--- src/rtl/nke_pkg.sv ---
// ----------------------------------------------------------------------------
// nke_pkg
// Shared types, constants and helpers of the normalized keypoint error loss.
// ----------------------------------------------------------------------------
package nke_pkg;

  localparam int MAX_POINTS = 65536;
  localparam int FRAC_BITS  = 16;

  localparam int COUNT_W   = 17;
  localparam int SUM_W     = 56;
  localparam int COORD_W   = 32;
  localparam int DIFF_W    = 33;
  localparam int NORM_W    = 31;
  localparam int LOSS_W    = 31;

  localparam int MUL_A_W   = 52;
  localparam int MUL_B_W   = 34;
  localparam int MUL_P_W   = MUL_A_W + MUL_B_W;
  localparam int RAD_W     = 66;
  localparam int ROOT_W    = 34;
  localparam int DIV_W     = 82;

  localparam logic [COUNT_W-1:0] COUNT_CAP =
    (MAX_POINTS < 131071) ? COUNT_W'(MAX_POINTS) : COUNT_W'(131071);
  localparam logic signed [COORD_W-1:0] HALF_ONE = COORD_W'(1) <<< (FRAC_BITS - 1);
  localparam logic [SUM_W-1:0]  SUM_MAX  = {SUM_W{1'b1}};
  localparam logic [LOSS_W-1:0] LOSS_MAX = {LOSS_W{1'b1}};

  localparam logic KIND_LOSS = 1'b0;
  localparam logic KIND_GRAD = 1'b1;

  typedef struct packed {
    logic                      req_type;
    logic signed [COORD_W-1:0] pred_x;
    logic signed [COORD_W-1:0] pred_y;
    logic signed [COORD_W-1:0] true_x;
    logic signed [COORD_W-1:0] true_y;
    logic signed [COORD_W-1:0] vis_score;
    logic [NORM_W-1:0]         norm_scale;
    logic signed [COORD_W-1:0] loss_grad;
    logic                      last_item;
  } req_t;

  typedef struct packed {
    logic                      result_kind;
    logic [LOSS_W-1:0]         mean_loss;
    logic signed [COORD_W-1:0] grad_x;
    logic signed [COORD_W-1:0] grad_y;
    logic                      none_visible;
  } rsp_t;

  typedef struct packed {
    logic               backward;
    logic               visible;
    logic               last;
    logic [DIFF_W-1:0]  adx;
    logic [DIFF_W-1:0]  ady;
    logic               sx;
    logic               sy;
    logic [COORD_W-1:0] mag_g;
    logic               sg;
    logic [NORM_W-1:0]  norm;
  } cmd_t;

  typedef enum logic [3:0] {
    ST_IDLE,
    ST_SQX,
    ST_SQY,
    ST_ROOT,
    ST_ND,
    ST_ACC,
    ST_MEAN,
    ST_DC,
    ST_DCN,
    ST_NX,
    ST_GX,
    ST_NY,
    ST_GY,
    ST_EMIT
  } state_t;

  function automatic logic [COORD_W-1:0] grad_sat(input logic [DIV_W-1:0] q,
                                                  input logic neg);
    logic [COORD_W-1:0] r;
    r = '0;
    if (q != '0) begin
      if (neg) begin
        if ((|q[DIV_W-1:COORD_W]) || (q[COORD_W-1] && (|q[COORD_W-2:0]))) begin
          r = {1'b1, {(COORD_W-1){1'b0}}};
        end else begin
          r = COORD_W'(-q[COORD_W-1:0]);
        end
      end else begin
        if (|q[DIV_W-1:COORD_W-1]) begin
          r = {1'b0, {(COORD_W-1){1'b1}}};
        end else begin
          r = q[COORD_W-1:0];
        end
      end
    end
    return r;
  endfunction

endpackage

--- src/rtl/nke_front.sv ---
// ----------------------------------------------------------------------------
// nke_front
// Classifies an incoming keypoint: differences, magnitudes, signs, visibility.
// ----------------------------------------------------------------------------
module nke_front (
  input  nke_pkg::req_t req,
  output nke_pkg::cmd_t cmd
);

  logic signed [nke_pkg::DIFF_W-1:0] dx;
  logic signed [nke_pkg::DIFF_W-1:0] dy;
  logic signed [nke_pkg::DIFF_W-1:0] g;

  always_comb begin
    dx = {req.pred_x[31], req.pred_x} - {req.true_x[31], req.true_x};
    dy = {req.pred_y[31], req.pred_y} - {req.true_y[31], req.true_y};
    g  = {req.loss_grad[31], req.loss_grad};
    cmd.backward = req.req_type;
    cmd.visible  = req.vis_score > nke_pkg::HALF_ONE;
    cmd.last     = req.last_item;
    cmd.sx       = dx[nke_pkg::DIFF_W-1];
    cmd.sy       = dy[nke_pkg::DIFF_W-1];
    cmd.sg       = g[nke_pkg::DIFF_W-1];
    cmd.adx      = dx[nke_pkg::DIFF_W-1] ? nke_pkg::DIFF_W'(-dx) : nke_pkg::DIFF_W'(dx);
    cmd.ady      = dy[nke_pkg::DIFF_W-1] ? nke_pkg::DIFF_W'(-dy) : nke_pkg::DIFF_W'(dy);
    cmd.mag_g    = g[nke_pkg::DIFF_W-1] ? nke_pkg::COORD_W'(-g) : nke_pkg::COORD_W'(g);
    cmd.norm     = (req.norm_scale == '0) ? nke_pkg::NORM_W'(1) : req.norm_scale;
  end

endmodule

--- src/rtl/nke_queue.sv ---
// ----------------------------------------------------------------------------
// nke_queue
// Two-entry command queue between the front and the back.
// ----------------------------------------------------------------------------
module nke_queue (
  input  logic          clk,
  input  logic          rst,
  input  logic          wr_en,
  input  nke_pkg::cmd_t wr_data,
  output logic          full,
  input  logic          rd_en,
  output nke_pkg::cmd_t rd_data,
  output logic          empty
);

  nke_pkg::cmd_t mem [2];
  logic          wr_ptr;
  logic          rd_ptr;
  logic [1:0]    count;
  logic          do_wr;
  logic          do_rd;

  assign full    = count == 2'd2;
  assign empty   = count == 2'd0;
  assign rd_data = mem[rd_ptr];
  assign do_wr   = wr_en && !full;
  assign do_rd   = rd_en && !empty;

  always_ff @(posedge clk) begin
    if (do_wr) begin
      mem[wr_ptr] <= wr_data;
    end
  end

  always_ff @(posedge clk) begin
    if (rst) begin
      wr_ptr <= 1'b0;
      rd_ptr <= 1'b0;
      count  <= 2'd0;
    end else begin
      if (do_wr) begin
        wr_ptr <= !wr_ptr;
      end
      if (do_rd) begin
        rd_ptr <= !rd_ptr;
      end
      if (do_wr && !do_rd) begin
        count <= count + 2'd1;
      end else if (do_rd && !do_wr) begin
        count <= count - 2'd1;
      end
    end
  end

endmodule

--- src/rtl/nke_mul.sv ---
// ----------------------------------------------------------------------------
// nke_mul
// Shift-and-add multiplier, one multiplier bit per cycle.
// ----------------------------------------------------------------------------
module nke_mul (
  input  logic                         clk,
  input  logic                         rst,
  input  logic                         start,
  input  logic [nke_pkg::MUL_A_W-1:0]  a,
  input  logic [nke_pkg::MUL_B_W-1:0]  b,
  output logic [nke_pkg::MUL_P_W-1:0]  prod,
  output logic                         done
);

  logic [nke_pkg::MUL_P_W-1:0] a_sh;
  logic [nke_pkg::MUL_B_W-1:0] b_sh;
  logic [5:0]                  cnt;
  logic                        busy;

  always_ff @(posedge clk) begin
    if (rst) begin
      busy <= 1'b0;
      done <= 1'b0;
      cnt  <= '0;
    end else begin
      done <= 1'b0;
      if (start) begin
        busy <= 1'b1;
        cnt  <= '0;
      end else if (busy) begin
        cnt <= cnt + 6'd1;
        if (cnt == 6'(nke_pkg::MUL_B_W - 1)) begin
          busy <= 1'b0;
          done <= 1'b1;
        end
      end
    end
  end

  always_ff @(posedge clk) begin
    if (start) begin
      a_sh <= nke_pkg::MUL_P_W'(a);
      b_sh <= b;
      prod <= '0;
    end else if (busy) begin
      if (b_sh[0]) begin
        prod <= prod + a_sh;
      end
      a_sh <= a_sh << 1;
      b_sh <= b_sh >> 1;
    end
  end

endmodule

--- src/rtl/nke_sqrt.sv ---
// ----------------------------------------------------------------------------
// nke_sqrt
// Digit-by-digit integer square root, one root bit per cycle.
// ----------------------------------------------------------------------------
module nke_sqrt (
  input  logic                         clk,
  input  logic                         rst,
  input  logic                         start,
  input  logic [nke_pkg::RAD_W-1:0]    rad_in,
  output logic [nke_pkg::ROOT_W-1:0]   root,
  output logic                         done
);

  localparam int SHW = 2 * nke_pkg::ROOT_W;
  localparam int REMW = nke_pkg::ROOT_W + 4;

  logic [SHW-1:0]  rad;
  logic [REMW-1:0] rem;
  logic [REMW-1:0] rem_sh;
  logic [REMW-1:0] trial;
  logic [5:0]      cnt;
  logic            busy;

  assign rem_sh = {rem[REMW-3:0], rad[SHW-1:SHW-2]};
  assign trial  = {2'b00, root, 2'b01};

  always_ff @(posedge clk) begin
    if (rst) begin
      busy <= 1'b0;
      done <= 1'b0;
      cnt  <= '0;
    end else begin
      done <= 1'b0;
      if (start) begin
        busy <= 1'b1;
        cnt  <= '0;
      end else if (busy) begin
        cnt <= cnt + 6'd1;
        if (cnt == 6'(nke_pkg::ROOT_W - 1)) begin
          busy <= 1'b0;
          done <= 1'b1;
        end
      end
    end
  end

  always_ff @(posedge clk) begin
    if (start) begin
      rad  <= SHW'(rad_in);
      rem  <= '0;
      root <= '0;
    end else if (busy) begin
      rad <= rad << 2;
      if (rem_sh >= trial) begin
        rem  <= rem_sh - trial;
        root <= {root[nke_pkg::ROOT_W-2:0], 1'b1};
      end else begin
        rem  <= rem_sh;
        root <= {root[nke_pkg::ROOT_W-2:0], 1'b0};
      end
    end
  end

endmodule

--- src/rtl/nke_div.sv ---
// ----------------------------------------------------------------------------
// nke_div
// Restoring divider, one quotient bit per cycle.
// ----------------------------------------------------------------------------
module nke_div (
  input  logic                       clk,
  input  logic                       rst,
  input  logic                       start,
  input  logic [nke_pkg::DIV_W-1:0]  num,
  input  logic [nke_pkg::DIV_W-1:0]  den,
  output logic [nke_pkg::DIV_W-1:0]  quo,
  output logic                       done
);

  logic [nke_pkg::DIV_W:0]   rem;
  logic [nke_pkg::DIV_W:0]   trial;
  logic [nke_pkg::DIV_W:0]   den_x;
  logic [6:0]                cnt;
  logic                      busy;

  assign trial = {rem[nke_pkg::DIV_W-1:0], quo[nke_pkg::DIV_W-1]};

  always_ff @(posedge clk) begin
    if (rst) begin
      busy <= 1'b0;
      done <= 1'b0;
      cnt  <= '0;
    end else begin
      done <= 1'b0;
      if (start) begin
        busy <= 1'b1;
        cnt  <= '0;
      end else if (busy) begin
        cnt <= cnt + 7'd1;
        if (cnt == 7'(nke_pkg::DIV_W - 1)) begin
          busy <= 1'b0;
          done <= 1'b1;
        end
      end
    end
  end

  always_ff @(posedge clk) begin
    if (start) begin
      quo   <= num;
      den_x <= {1'b0, den};
      rem   <= '0;
    end else if (busy) begin
      if (trial >= den_x) begin
        rem <= trial - den_x;
        quo <= {quo[nke_pkg::DIV_W-2:0], 1'b1};
      end else begin
        rem <= trial;
        quo <= {quo[nke_pkg::DIV_W-2:0], 1'b0};
      end
    end
  end

endmodule

--- src/rtl/nke_back.sv ---
// ----------------------------------------------------------------------------
// nke_back
// Sequencer that runs each command through the shared arithmetic units.
// ----------------------------------------------------------------------------
module nke_back (
  input  logic          clk,
  input  logic          rst,
  input  logic          q_empty,
  input  nke_pkg::cmd_t q_data,
  output logic          q_pop,
  output nke_pkg::rsp_t rsp,
  output logic          empty,
  input  logic          pop
);

  nke_pkg::state_t state;
  nke_pkg::state_t state_next;
  nke_pkg::cmd_t   cmd;

  logic [nke_pkg::SUM_W-1:0]   error_sum;
  logic [nke_pkg::COUNT_W-1:0] running_count;
  logic [nke_pkg::COUNT_W-1:0] held_count;
  logic [nke_pkg::RAD_W-1:0]   sqx;
  logic [nke_pkg::ROOT_W-1:0]  root_len;
  logic [nke_pkg::DIV_W-1:0]   den;
  logic [nke_pkg::LOSS_W-1:0]  loss_val;
  logic [nke_pkg::COORD_W-1:0] gx;
  logic [nke_pkg::COORD_W-1:0] gy;
  logic                        rsp_valid;
  logic                        launched;

  logic                        mul_start;
  logic [nke_pkg::MUL_A_W-1:0] mul_a;
  logic [nke_pkg::MUL_B_W-1:0] mul_b;
  logic [nke_pkg::MUL_P_W-1:0] mul_p;
  logic                        mul_done;
  logic                        sqrt_start;
  logic [nke_pkg::ROOT_W-1:0]  sqrt_root;
  logic                        sqrt_done;
  logic                        div_start;
  logic [nke_pkg::DIV_W-1:0]   div_n;
  logic [nke_pkg::DIV_W-1:0]   div_d;
  logic [nke_pkg::DIV_W-1:0]   div_q;
  logic                        div_done;
  logic                        unit_done;
  logic                        slot_free;
  logic [nke_pkg::SUM_W:0]     sum_wide;

  assign slot_free = !rsp_valid || pop;
  assign empty     = !rsp_valid;
  assign unit_done = mul_done || sqrt_done || div_done;
  assign sum_wide  = {1'b0, error_sum} + (nke_pkg::SUM_W + 1)'(div_q[nke_pkg::SUM_W-1:0]);

  nke_mul u_mul (
    .clk   (clk),
    .rst   (rst),
    .start (mul_start),
    .a     (mul_a),
    .b     (mul_b),
    .prod  (mul_p),
    .done  (mul_done)
  );

  nke_sqrt u_sqrt (
    .clk    (clk),
    .rst    (rst),
    .start  (sqrt_start),
    .rad_in (sqx + mul_p[nke_pkg::RAD_W-1:0]),
    .root   (sqrt_root),
    .done   (sqrt_done)
  );

  nke_div u_div (
    .clk   (clk),
    .rst   (rst),
    .start (div_start),
    .num   (div_n),
    .den   (div_d),
    .quo   (div_q),
    .done  (div_done)
  );

  always_comb begin
    state_next = state;
    case (state)
      nke_pkg::ST_IDLE: begin
        if (!q_empty) begin
          if (q_data.backward) begin
            state_next = (q_data.visible && held_count != '0) ? nke_pkg::ST_SQX
                                                               : nke_pkg::ST_EMIT;
          end else if (q_data.visible) begin
            state_next = nke_pkg::ST_SQX;
          end else if (q_data.last) begin
            state_next = (running_count != '0) ? nke_pkg::ST_MEAN : nke_pkg::ST_EMIT;
          end
        end
      end
      nke_pkg::ST_SQX:  if (mul_done) state_next = nke_pkg::ST_SQY;
      nke_pkg::ST_SQY:  if (mul_done) state_next = nke_pkg::ST_ROOT;
      nke_pkg::ST_ROOT: begin
        if (sqrt_done) begin
          if (!cmd.backward) begin
            state_next = nke_pkg::ST_ND;
          end else begin
            state_next = (sqrt_root == '0) ? nke_pkg::ST_EMIT : nke_pkg::ST_DC;
          end
        end
      end
      nke_pkg::ST_ND:   if (div_done) state_next = nke_pkg::ST_ACC;
      nke_pkg::ST_ACC:  state_next = cmd.last ? nke_pkg::ST_MEAN : nke_pkg::ST_IDLE;
      nke_pkg::ST_MEAN: if (div_done) state_next = nke_pkg::ST_EMIT;
      nke_pkg::ST_DC:   if (mul_done) state_next = nke_pkg::ST_DCN;
      nke_pkg::ST_DCN:  if (mul_done) state_next = nke_pkg::ST_NX;
      nke_pkg::ST_NX:   if (mul_done) state_next = nke_pkg::ST_GX;
      nke_pkg::ST_GX:   if (div_done) state_next = nke_pkg::ST_NY;
      nke_pkg::ST_NY:   if (mul_done) state_next = nke_pkg::ST_GY;
      nke_pkg::ST_GY:   if (div_done) state_next = nke_pkg::ST_EMIT;
      nke_pkg::ST_EMIT: if (slot_free) state_next = nke_pkg::ST_IDLE;
      default:          state_next = nke_pkg::ST_IDLE;
    endcase
  end

  always_comb begin
    q_pop      = 1'b0;
    mul_start  = 1'b0;
    sqrt_start = 1'b0;
    div_start  = 1'b0;
    mul_a      = '0;
    mul_b      = '0;
    div_n      = '0;
    div_d      = '0;
    case (state)
      nke_pkg::ST_IDLE: q_pop = !q_empty;
      nke_pkg::ST_SQX: begin
        mul_start = !launched;
        mul_a     = nke_pkg::MUL_A_W'(cmd.adx);
        mul_b     = nke_pkg::MUL_B_W'(cmd.adx);
      end
      nke_pkg::ST_SQY: begin
        mul_start = !launched;
        mul_a     = nke_pkg::MUL_A_W'(cmd.ady);
        mul_b     = nke_pkg::MUL_B_W'(cmd.ady);
      end
      nke_pkg::ST_ROOT: sqrt_start = !launched;
      nke_pkg::ST_ND: begin
        div_start = !launched;
        div_n     = nke_pkg::DIV_W'(root_len) << nke_pkg::FRAC_BITS;
        div_d     = nke_pkg::DIV_W'(cmd.norm);
      end
      nke_pkg::ST_MEAN: begin
        div_start = !launched;
        div_n     = nke_pkg::DIV_W'(error_sum);
        div_d     = nke_pkg::DIV_W'(running_count);
      end
      nke_pkg::ST_DC: begin
        mul_start = !launched;
        mul_a     = nke_pkg::MUL_A_W'(root_len);
        mul_b     = nke_pkg::MUL_B_W'(held_count);
      end
      nke_pkg::ST_DCN: begin
        mul_start = !launched;
        mul_a     = mul_p[nke_pkg::MUL_A_W-1:0];
        mul_b     = nke_pkg::MUL_B_W'(cmd.norm);
      end
      nke_pkg::ST_NX: begin
        mul_start = !launched;
        mul_a     = nke_pkg::MUL_A_W'(cmd.adx);
        mul_b     = nke_pkg::MUL_B_W'(cmd.mag_g);
      end
      nke_pkg::ST_NY: begin
        mul_start = !launched;
        mul_a     = nke_pkg::MUL_A_W'(cmd.ady);
        mul_b     = nke_pkg::MUL_B_W'(cmd.mag_g);
      end
      nke_pkg::ST_GX, nke_pkg::ST_GY: begin
        div_start = !launched;
        div_n     = nke_pkg::DIV_W'(mul_p[63:0]) << nke_pkg::FRAC_BITS;
        div_d     = den;
      end
      default: begin
      end
    endcase
  end

  always_ff @(posedge clk) begin
    if (rst) begin
      state         <= nke_pkg::ST_IDLE;
      launched      <= 1'b0;
      error_sum     <= '0;
      running_count <= '0;
      held_count    <= '0;
      rsp_valid     <= 1'b0;
    end else begin
      state <= state_next;
      if (unit_done) begin
        launched <= 1'b0;
      end else if (mul_start || sqrt_start || div_start) begin
        launched <= 1'b1;
      end
      if (state == nke_pkg::ST_ACC) begin
        error_sum <= sum_wide[nke_pkg::SUM_W] ? nke_pkg::SUM_MAX
                                              : sum_wide[nke_pkg::SUM_W-1:0];
        if (running_count < nke_pkg::COUNT_CAP) begin
          running_count <= running_count + nke_pkg::COUNT_W'(1);
        end
      end
      if (pop && rsp_valid) begin
        rsp_valid <= 1'b0;
      end
      if (state == nke_pkg::ST_EMIT && slot_free) begin
        rsp_valid <= 1'b1;
        if (!cmd.backward) begin
          held_count    <= running_count;
          running_count <= '0;
          error_sum     <= '0;
        end
      end
    end
  end

  always_ff @(posedge clk) begin
    if (state == nke_pkg::ST_IDLE && !q_empty) begin
      cmd      <= q_data;
      loss_val <= '0;
      gx       <= '0;
      gy       <= '0;
    end
    if (state == nke_pkg::ST_SQX && mul_done) begin
      sqx <= mul_p[nke_pkg::RAD_W-1:0];
    end
    if (state == nke_pkg::ST_ROOT && sqrt_done) begin
      root_len <= sqrt_root;
    end
    if (state == nke_pkg::ST_DCN && mul_done) begin
      den <= mul_p[nke_pkg::DIV_W-1:0];
    end
    if (state == nke_pkg::ST_MEAN && div_done) begin
      loss_val <= (|div_q[nke_pkg::DIV_W-1:nke_pkg::LOSS_W]) ? nke_pkg::LOSS_MAX
                                                             : div_q[nke_pkg::LOSS_W-1:0];
    end
    if (state == nke_pkg::ST_GX && div_done) begin
      gx <= nke_pkg::grad_sat(div_q, cmd.sx ^ cmd.sg);
    end
    if (state == nke_pkg::ST_GY && div_done) begin
      gy <= nke_pkg::grad_sat(div_q, cmd.sy ^ cmd.sg);
    end
    if (state == nke_pkg::ST_EMIT && slot_free) begin
      rsp.result_kind  <= cmd.backward ? nke_pkg::KIND_GRAD : nke_pkg::KIND_LOSS;
      rsp.mean_loss    <= cmd.backward ? '0 : loss_val;
      rsp.grad_x       <= cmd.backward ? gx : '0;
      rsp.grad_y       <= cmd.backward ? gy : '0;
      rsp.none_visible <= cmd.backward ? (held_count == '0) : (running_count == '0);
    end
  end

endmodule

--- src/rtl/normalized_keypoint_error_loss_unit.sv ---
// ----------------------------------------------------------------------------
// normalized_keypoint_error_loss_unit
// Normalized mean error keypoint loss and its gradient, Q16.16 fixed point.
// ----------------------------------------------------------------------------
// One keypoint per pushed item. A two-entry command queue holds classified
// items while a sequencer works through one at a time with a shared
// bit-serial multiplier, square root and divider. An invisible forward
// keypoint uses no unit but the mean division when it is last; a visible
// forward keypoint takes two products, one root and one division, plus the
// mean division on the last one; a visible backward keypoint takes six
// products, one root and two divisions. One finished result is held in an
// output register until popped; the queue keeps taking items meanwhile.
module normalized_keypoint_error_loss_unit (
  input  logic          clk,
  input  logic          rst,
  input  logic          push,
  input  nke_pkg::req_t req,
  output logic          full,
  output logic          empty,
  input  logic          pop,
  output nke_pkg::rsp_t rsp
);

  nke_pkg::cmd_t front_cmd;
  nke_pkg::cmd_t q_data;
  logic          q_empty;
  logic          q_pop;

  nke_front u_front (
    .req (req),
    .cmd (front_cmd)
  );

  nke_queue u_queue (
    .clk     (clk),
    .rst     (rst),
    .wr_en   (push),
    .wr_data (front_cmd),
    .full    (full),
    .rd_en   (q_pop),
    .rd_data (q_data),
    .empty   (q_empty)
  );

  nke_back u_back (
    .clk     (clk),
    .rst     (rst),
    .q_empty (q_empty),
    .q_data  (q_data),
    .q_pop   (q_pop),
    .rsp     (rsp),
    .empty   (empty),
    .pop     (pop)
  );

  a_push_lands: assert property (@(posedge clk) disable iff (rst)
    (push && !full) |=> !q_empty)
    else $error("transfer into queue lost");

  a_loss_no_grad: assert property (@(posedge clk) disable iff (rst)
    (!empty && rsp.result_kind == nke_pkg::KIND_LOSS) |-> (rsp.grad_x == '0 && rsp.grad_y == '0))
    else $error("loss result carries gradient");

  a_grad_no_loss: assert property (@(posedge clk) disable iff (rst)
    (!empty && rsp.result_kind == nke_pkg::KIND_GRAD) |-> (rsp.mean_loss == '0))
    else $error("gradient result carries loss");

  a_none_zero: assert property (@(posedge clk) disable iff (rst)
    (!empty && rsp.none_visible) |-> (rsp.mean_loss == '0 && rsp.grad_x == '0 && rsp.grad_y == '0))
    else $error("nonzero result with no visible points");

endmodule
--- config.mk ---
export PLATFORM = sky130hd
export DESIGN_NAME = normalized_keypoint_error_loss_unit
export DESIGN_NICKNAME = d
export VERILOG_FILES = /design/src/rtl/nke_pkg.sv /design/src/rtl/nke_front.sv /design/src/rtl/nke_queue.sv /design/src/rtl/nke_mul.sv /design/src/rtl/nke_sqrt.sv /design/src/rtl/nke_div.sv /design/src/rtl/nke_back.sv /design/src/rtl/normalized_keypoint_error_loss_unit.sv
export SDC_FILE = /design/constraint.sdc
export NUM_CORES = 2
export LEC_CHECK = 0
export BUFFER_PORTS_ARGS = -buffer_cell sky130_fd_sc_hd__buf_2
export CORE_AREA = 2 2 462 464
export CTS_CLUSTER_SIZE = 40
export DETAILED_ROUTE_END_ITERATION = 8
export DIE_AREA = 0 0 464 466
export GPL_TIMING_DRIVEN = 0
export PLACE_DENSITY = 0.65
export REMOVE_ABC_BUFFERS = 1
export SETUP_SLACK_MARGIN = 0.3
export SLEW_MARGIN = 20
export SYNTH_ARGS = -nofsm -noshare
export SYNTH_HDL_FRONTEND = slang
export SYNTH_SLANG_ARGS = --single-unit
--- constraint.sdc ---
create_clock -name clk -period 9.5 [get_ports clk]
set_clock_uncertainty 0.2 [all_clocks]
set_input_delay 1.9 -clock clk [delete_from_list [all_inputs] [get_ports clk]]
set_output_delay 1.9 -clock clk [all_outputs]
set_load 0.01 [all_outputs]
# Word level (Yosys, flattened, before mapping)
# Memory sizes are Yosys's and may differ from the RTL's. A register that Yosys moved wholly into a read port is not among the register bits.
# Index checks and enable logic that the tools add are counted.
[totals] ff_bits=1223 latchBits=0 ram_bits=270 mem_bits_ro=0 out_inout_bits=99 word_cells=260 memories=1
[memory_table] memory="u_queue.mem" depth=2 word_bits=135 read_ports=1 rd_clocked_by_memory_dff=1 write_ports=1 line_no="nke_queue.sv:16" source="nke_pkg::cmd_t mem [2];"
[op_classes] n_addsub=17 mul=0 div_mod_pow=0 n_lt_le_gt_ge=4 eq_ne=30 n_shift=0 n_mux=87 bitwise=6 reduce_logical=66
[ops] op="two-way mux 32 bit" count=10
[ops] op="two-way mux 82 bit" count=3
[ops] op="one-hot mux 82 bit (3 select lines)" count=1
[ops] op="one-hot mux 80 bit (3 select lines)" count=1
[ops] op="two-way mux 56 bit" count=4
[ops] op="one-hot mux 52 bit (4 select lines)" count=1
[ops] op="one-hot mux 33 bit (5 select lines)" count=1
[ops] op="two-way mux 66 bit" count=2
[ops] op="two-way mux 31 bit" count=4
[ops] op="two-way mux 52 bit" count=2
[ops] op="adder 86 bit" count=1
[ops] op=">= comparator 83 x 82 -> 1 bit" count=1
[ops] op="nonzero test 82 bit" count=1
[ops] op="subtractor 82 bit" count=1
[ops] op="two-way mux 4 bit" count=19
[ops] op="two-way mux 17 bit" count=4
[ops] op="two-way mux 34 bit" count=2
[ops] op="adder 66 bit" count=1
[ops] op="two-way mux 33 bit" count=2
[ops] op="negator 33 bit" count=2
[ops] op="subtractor 32 x 32 -> 33 bit" count=2
[ops] op="negator 32 bit" count=2
[ops] op="adder 56 x 56 -> 57 bit" count=1
[ops] op="one-hot mux 4 bit (13 select lines)" count=1
[ops] op="other kinds (44)" count=141

# Logic depth before layout (Yosys ltp)
[logic_depth] ltp_word=7 ltp_mapped=18 depth_no_buf=16

# By module
# A second synthesis with hierarchy kept.
[hier_totals] hier_cells=8334 hier_area_um2=85429.4
[by_module_without_submodules] mod="nke_back" n_inst=1 cells_per_inst=2983 area_each_um2=31809.3
[by_module_without_submodules] mod="nke_div" n_inst=1 cells_per_inst=1625 area_each_um2=15492.4
[by_module_without_submodules] mod="nke_mul" n_inst=1 cells_per_inst=1477 area_each_um2=13325.3
[by_module_without_submodules] mod="nke_queue" n_inst=1 cells_per_inst=445 area_each_um2=10152.2
[by_module_without_submodules] mod="nke_sqrt" n_inst=1 cells_per_inst=767 area_each_um2=7912.6
[by_module_without_submodules] mod="nke_front" n_inst=1 cells_per_inst=1037 area_each_um2=6737.7

# Worst setup path after synthesis
# OpenSTA, ideal clock, no wires.
[synth_timing] path_type="input-to-reg" startpoint="in pop" endpoint="reg u_back.rsp[0] (netlist name)" setup_ps=671 t_arrival_ps=8545 slack_ps=83 path_stages=2 path_cell_list="nor2_1 > nor3_1"
[synth_between] elab_chain_len=2
[synth_lines] element="start, declared" line_no="normalized_keypoint_error_loss_unit.sv:20" source="input logic pop,"
[synth_lines] element="logical OR 1 bit" line_no="nke_back.sv:49" source="assign slot_free = !rsp_valid || pop;"
[synth_lines] element="logical AND 1 bit" line_no="nke_back.sv:247" source="if (state == nke_pkg::ST_EMIT && slot_free) begin"
# Every way passes these cells.
# A chain may end at the register's enable or synchronous reset.

==> results.json <==
{
  "ys.flop_type": "edfxtp_1",
  "arrival_ps": 6100,
  "synthArstFlopShare": 0,
  "grtUsageTotal": 0.207,
  "cts_inserted_buffers": 162,
  "status": "complete, no violations",
  "maxCapViolations": 0,
  "htree_levels": 4,
  "vias": 63400,
  "ys_seq_area_frac": 0.496,
  "grt_pass1_wl_um": 355000,
  "rows": 169,
  "finalNonFillerCells": 11200,
  "first_global_vias": 61100,
  "detail-route-antenna-nets": 0,
  "relSlewSlack": 0.166,
  "fin_crit_sh": 0.597,
  "place.gp.congestion": 0.927,
  "drcViolationCount": 0,
  "syn_area_um2": 82000,
  "die_x_um": 464,
  "clk_latency_ps": 840,
  "p_per_area_nw_per_um2": 307,
  "dr_wl_met2_um": 106000,
  "synth_top_area_cell": "edfxtp_1",
  "grt_setup_unrepaired": "false",
  "min_path_type": "register to register",
  "dp_hpwl_um": 174000,
  "period_minus_slack_ps": 5670,
  "p_clk_frac": 0.229,
  "clock_sinks": 1485,
  "total_power_mw": 28.6,
  "final_layout_size_suffix_gt1_frac": 0.112,
  "fp.dieH_um": 466,
  "power.share.combinational": 0.401,
  "wl_met3_um": 13200,
  "fp.coreArea_um2": 211000,
  "end_kind": "register",
  "yosysTopAreaCellShare": 0.400,
  "ios": 328,
  "synth_seq_cells": 1485,
  "p_sw_frac": 0.393,
  "routed_wl_um": 232000,
  "area_delta_synth_final_pct": 13.5,
  "grt_max_degree": 99,
  "cts_tree": "yes",
  "setup_violations": 0,
  "final_nets": 8897,
  "final.setup.tns_ps": 0,
  "yosys_warnings": 0,
  "critPathRequiredTime_ps": 9920,
  "final_max_slew_viol_count": 0,
  "synthTopCellsByArea": "edfxtp_1 40%, dfxtp_1 9.6%, ha_1 6.1%",
  "synth.distinct_cells": 91,
  "fillCellCount": 19800,
  "top_layer": "met5",
  "critical_path_class": "input pin to register",
  "hold_viol": 0,
  "start_util": 0.388,
  "root_buffer": "clkbuf_16",
  "port_buffers": 327,
  "hold_buffers": 0,
  "multiInputGateArea_um2": 38500,
  "detail_route.wl_per_cell_um": 20.7,
  "seqPwrFrac": 0.370,
  "startpoint_type": "input pin",
  "syn_avg_cell_area_um2": 10.1,
  "cts_setup_buffers": 0,
  "timing.fmax_mhz": 176,
  "synth_edf_count": 1093,
  "irDropWorstVdd_uv": 218,
  "dr.pass1.iters": 9,
  "intPower_mw": 17.4,
  "grt_remaining_overflow": 0,
  "viasPerCell": 5.65,
  "crit_path_max_fanout": 20,
  "p_leak_nw": 35.3,
  "met1_length_um": 102000,
  "seqCellArea_um2": 40700,
  "worst_pin_slew_ps": 1240,
  "clk_pin_slew_ps": 60,
  "grt_antenna_before_repair": 18,
  "cts_resized": 0,
  "drt_iter0_drc": 5629,
  "cts.path.max_buffers": 3,
  "syn-instance-count": 8148,
  "netSwitchingPower_mw": 11.2,
  "numPlacedInstances": 10900,
  "dieArea_um2": 216000
}
## placed cells by master, fill, tap and decap left out, types with 83 or more instances in the layout
cell type / instances
clkbuf_16: 163
buf_2: 331
xor2_1: 177
nand4_1: 137
inv_1: 313
mux2_2: 135
xnor2_1: 268
mux2i_1: 180
nor2_1: 635
a31oi_1: 155
dfxtp_1: 386
a211oi_1: 103
nor3_1: 115
o21a_1: 83
ha_1: 397
o21ai_0: 526
nand3_1: 106
and2_1: 155
a21o_1: 216
edfxtp_1: 1093
nand2_1: 752
a21oi_1: 732
nor2b_1: 83
## cells in the mapped netlist, types with 17 or more instances
| cell type | number |
|---|---|
| a221oi_1 | 44 |
| a21oi_1 | 733 |
| o21a_1 | 83 |
| mux2_2 | 135 |
| a222oi_1 | 48 |
| o31ai_1 | 38 |
| xor2_1 | 179 |
| o211ai_1 | 35 |
| xnor2_1 | 270 |
| o21ai_0 | 526 |
| nor2b_1 | 85 |
| nor3_1 | 122 |
| nand2_1 | 756 |
| or2_2 | 25 |
| or3_1 | 51 |
| buf_2 | 19 |
| inv_1 | 315 |
| buf_1 | 40 |
| nor4_1 | 75 |
| mux2i_1 | 180 |
| nand3b_1 | 17 |
| a31oi_1 | 156 |
| a211oi_1 | 103 |
| nand2b_1 | 38 |
| and2_1 | 158 |
| nand4_1 | 137 |
| edfxtp_1 | 1093 |
| a22o_1 | 81 |
| a21boi_0 | 23 |
| clkbuf_1 | 423 |
| nand3_1 | 106 |
| dfxtp_1 | 392 |
| nor2_1 | 643 |
| a21o_1 | 216 |
| o21bai_1 | 82 |
| and3_1 | 55 |
| ha_1 | 397 |
## power groups by stage
stage	clock network, mW	registers [mW]	logic (mW)
after floorplan	0	10.1	8.26
after global placement	0	10.9	10.1
after detailed placement	0	10.7	11.3
after CTS	6.66	10.6	11.4
after global routing	6.92	10.7	12.7
final	6.53	10.6	11.5
## critical path: stages
cell	delay, ps
buf_2	110
ha_1	230
fa_1	410
nor2b_1	180
o31a_1	220
o21ai_1	180
o2bb2ai_1	430
a21oi_1	280
o211ai_1	310
o311a_1	210
o21ai_1	70
o2111ai_1	170
and2_1	550
inv_2	320
o21ai_0	180
xor2_1	320
## final cells by class
cell class | count | area share
inverters | 317 | 0.0129
well taps | 2821 | 0.0379
flip-flops and latches | 1485 | 0.437
diodes | 6 | 0.000161
clock inverters | 98 | 0.0136
repair buffers | 439 | 0.0376
clock buffers | 207 | 0.0467
multi-input cells | 5860 | 0.414
## logic make-up (layout without fill, tap and decap cells)
kind of cell | after synthesis | after routing | share of synthesized area
AOI/OAI and AO/OA | 2361 | 2361 | 0.182
and+or+nand+nor | 2332 | 2332 | 0.134
DFF | 1485 | 1485 | 0.496
buffers and inverters | 803 | 1061 | 0.0373
xor gates and xnor gates | 449 | 449 | 0.0480
adders and majority gates | 403 | 403 | 0.0621
muxes | 315 | 315 | 0.0405
other | 0 | 6 | 0
## metrics by stage
step	hold WS (ps)	area, um2	setup WS, ps	utilization
detailed placement	253	87400	2910	0.414
global route	277	93100	3390	0.441
finish	271	93100	3830	0.441
CTS	267	93000	3810	0.440
floorplan	229	80100	-3170	-
global placement	243	85300	-11140	0.404
## path summary, 6_finish.rpt
kind / startpoint / to / slack (ps) / depth (start not counted)
hold reg to reg: u_back.u_mul.prod[75] / u_back.den[75] / 270 / 0
setup reg to reg: u_back.u_div.quo[39] / u_back.gx[9] / 4060 / 8
hold / removal: u_back.u_mul.prod[75] / u_back.den[75] / 270 / 0
setup / recovery: req[96] / u_queue.mem[1][97] / 3830 / 16
## flip-flops by register name, indices dropped and copies added, names as in the netlist, 33 cells and up, named ones only
register            count
u_back.error_sum       56
u_back.cmd            134
u_back.u_div.rem       82
u_back.u_div.quo       82
u_back.u_div.den_x     82
u_back.u_mul.prod      82
u_back.u_mul.a_sh      82
u_back.rsp             97
u_back.den             82
u_back.u_mul.b_sh      33
u_queue.mem           270
u_back.u_sqrt.rad      68
u_back.sqx             66
u_back.u_sqrt.rem      36
u_back.root_len        34
u_back.u_sqrt.root     34
## per-layer routing
metal,vias to the layer above,GRT usage
met5,-,0
met4,14,0.0932
met3,395,0.0294
met2,1949,0.334
met1,30700,0.277
li1,30300,-
No activity file was read; power rests on OpenSTA's default activity.
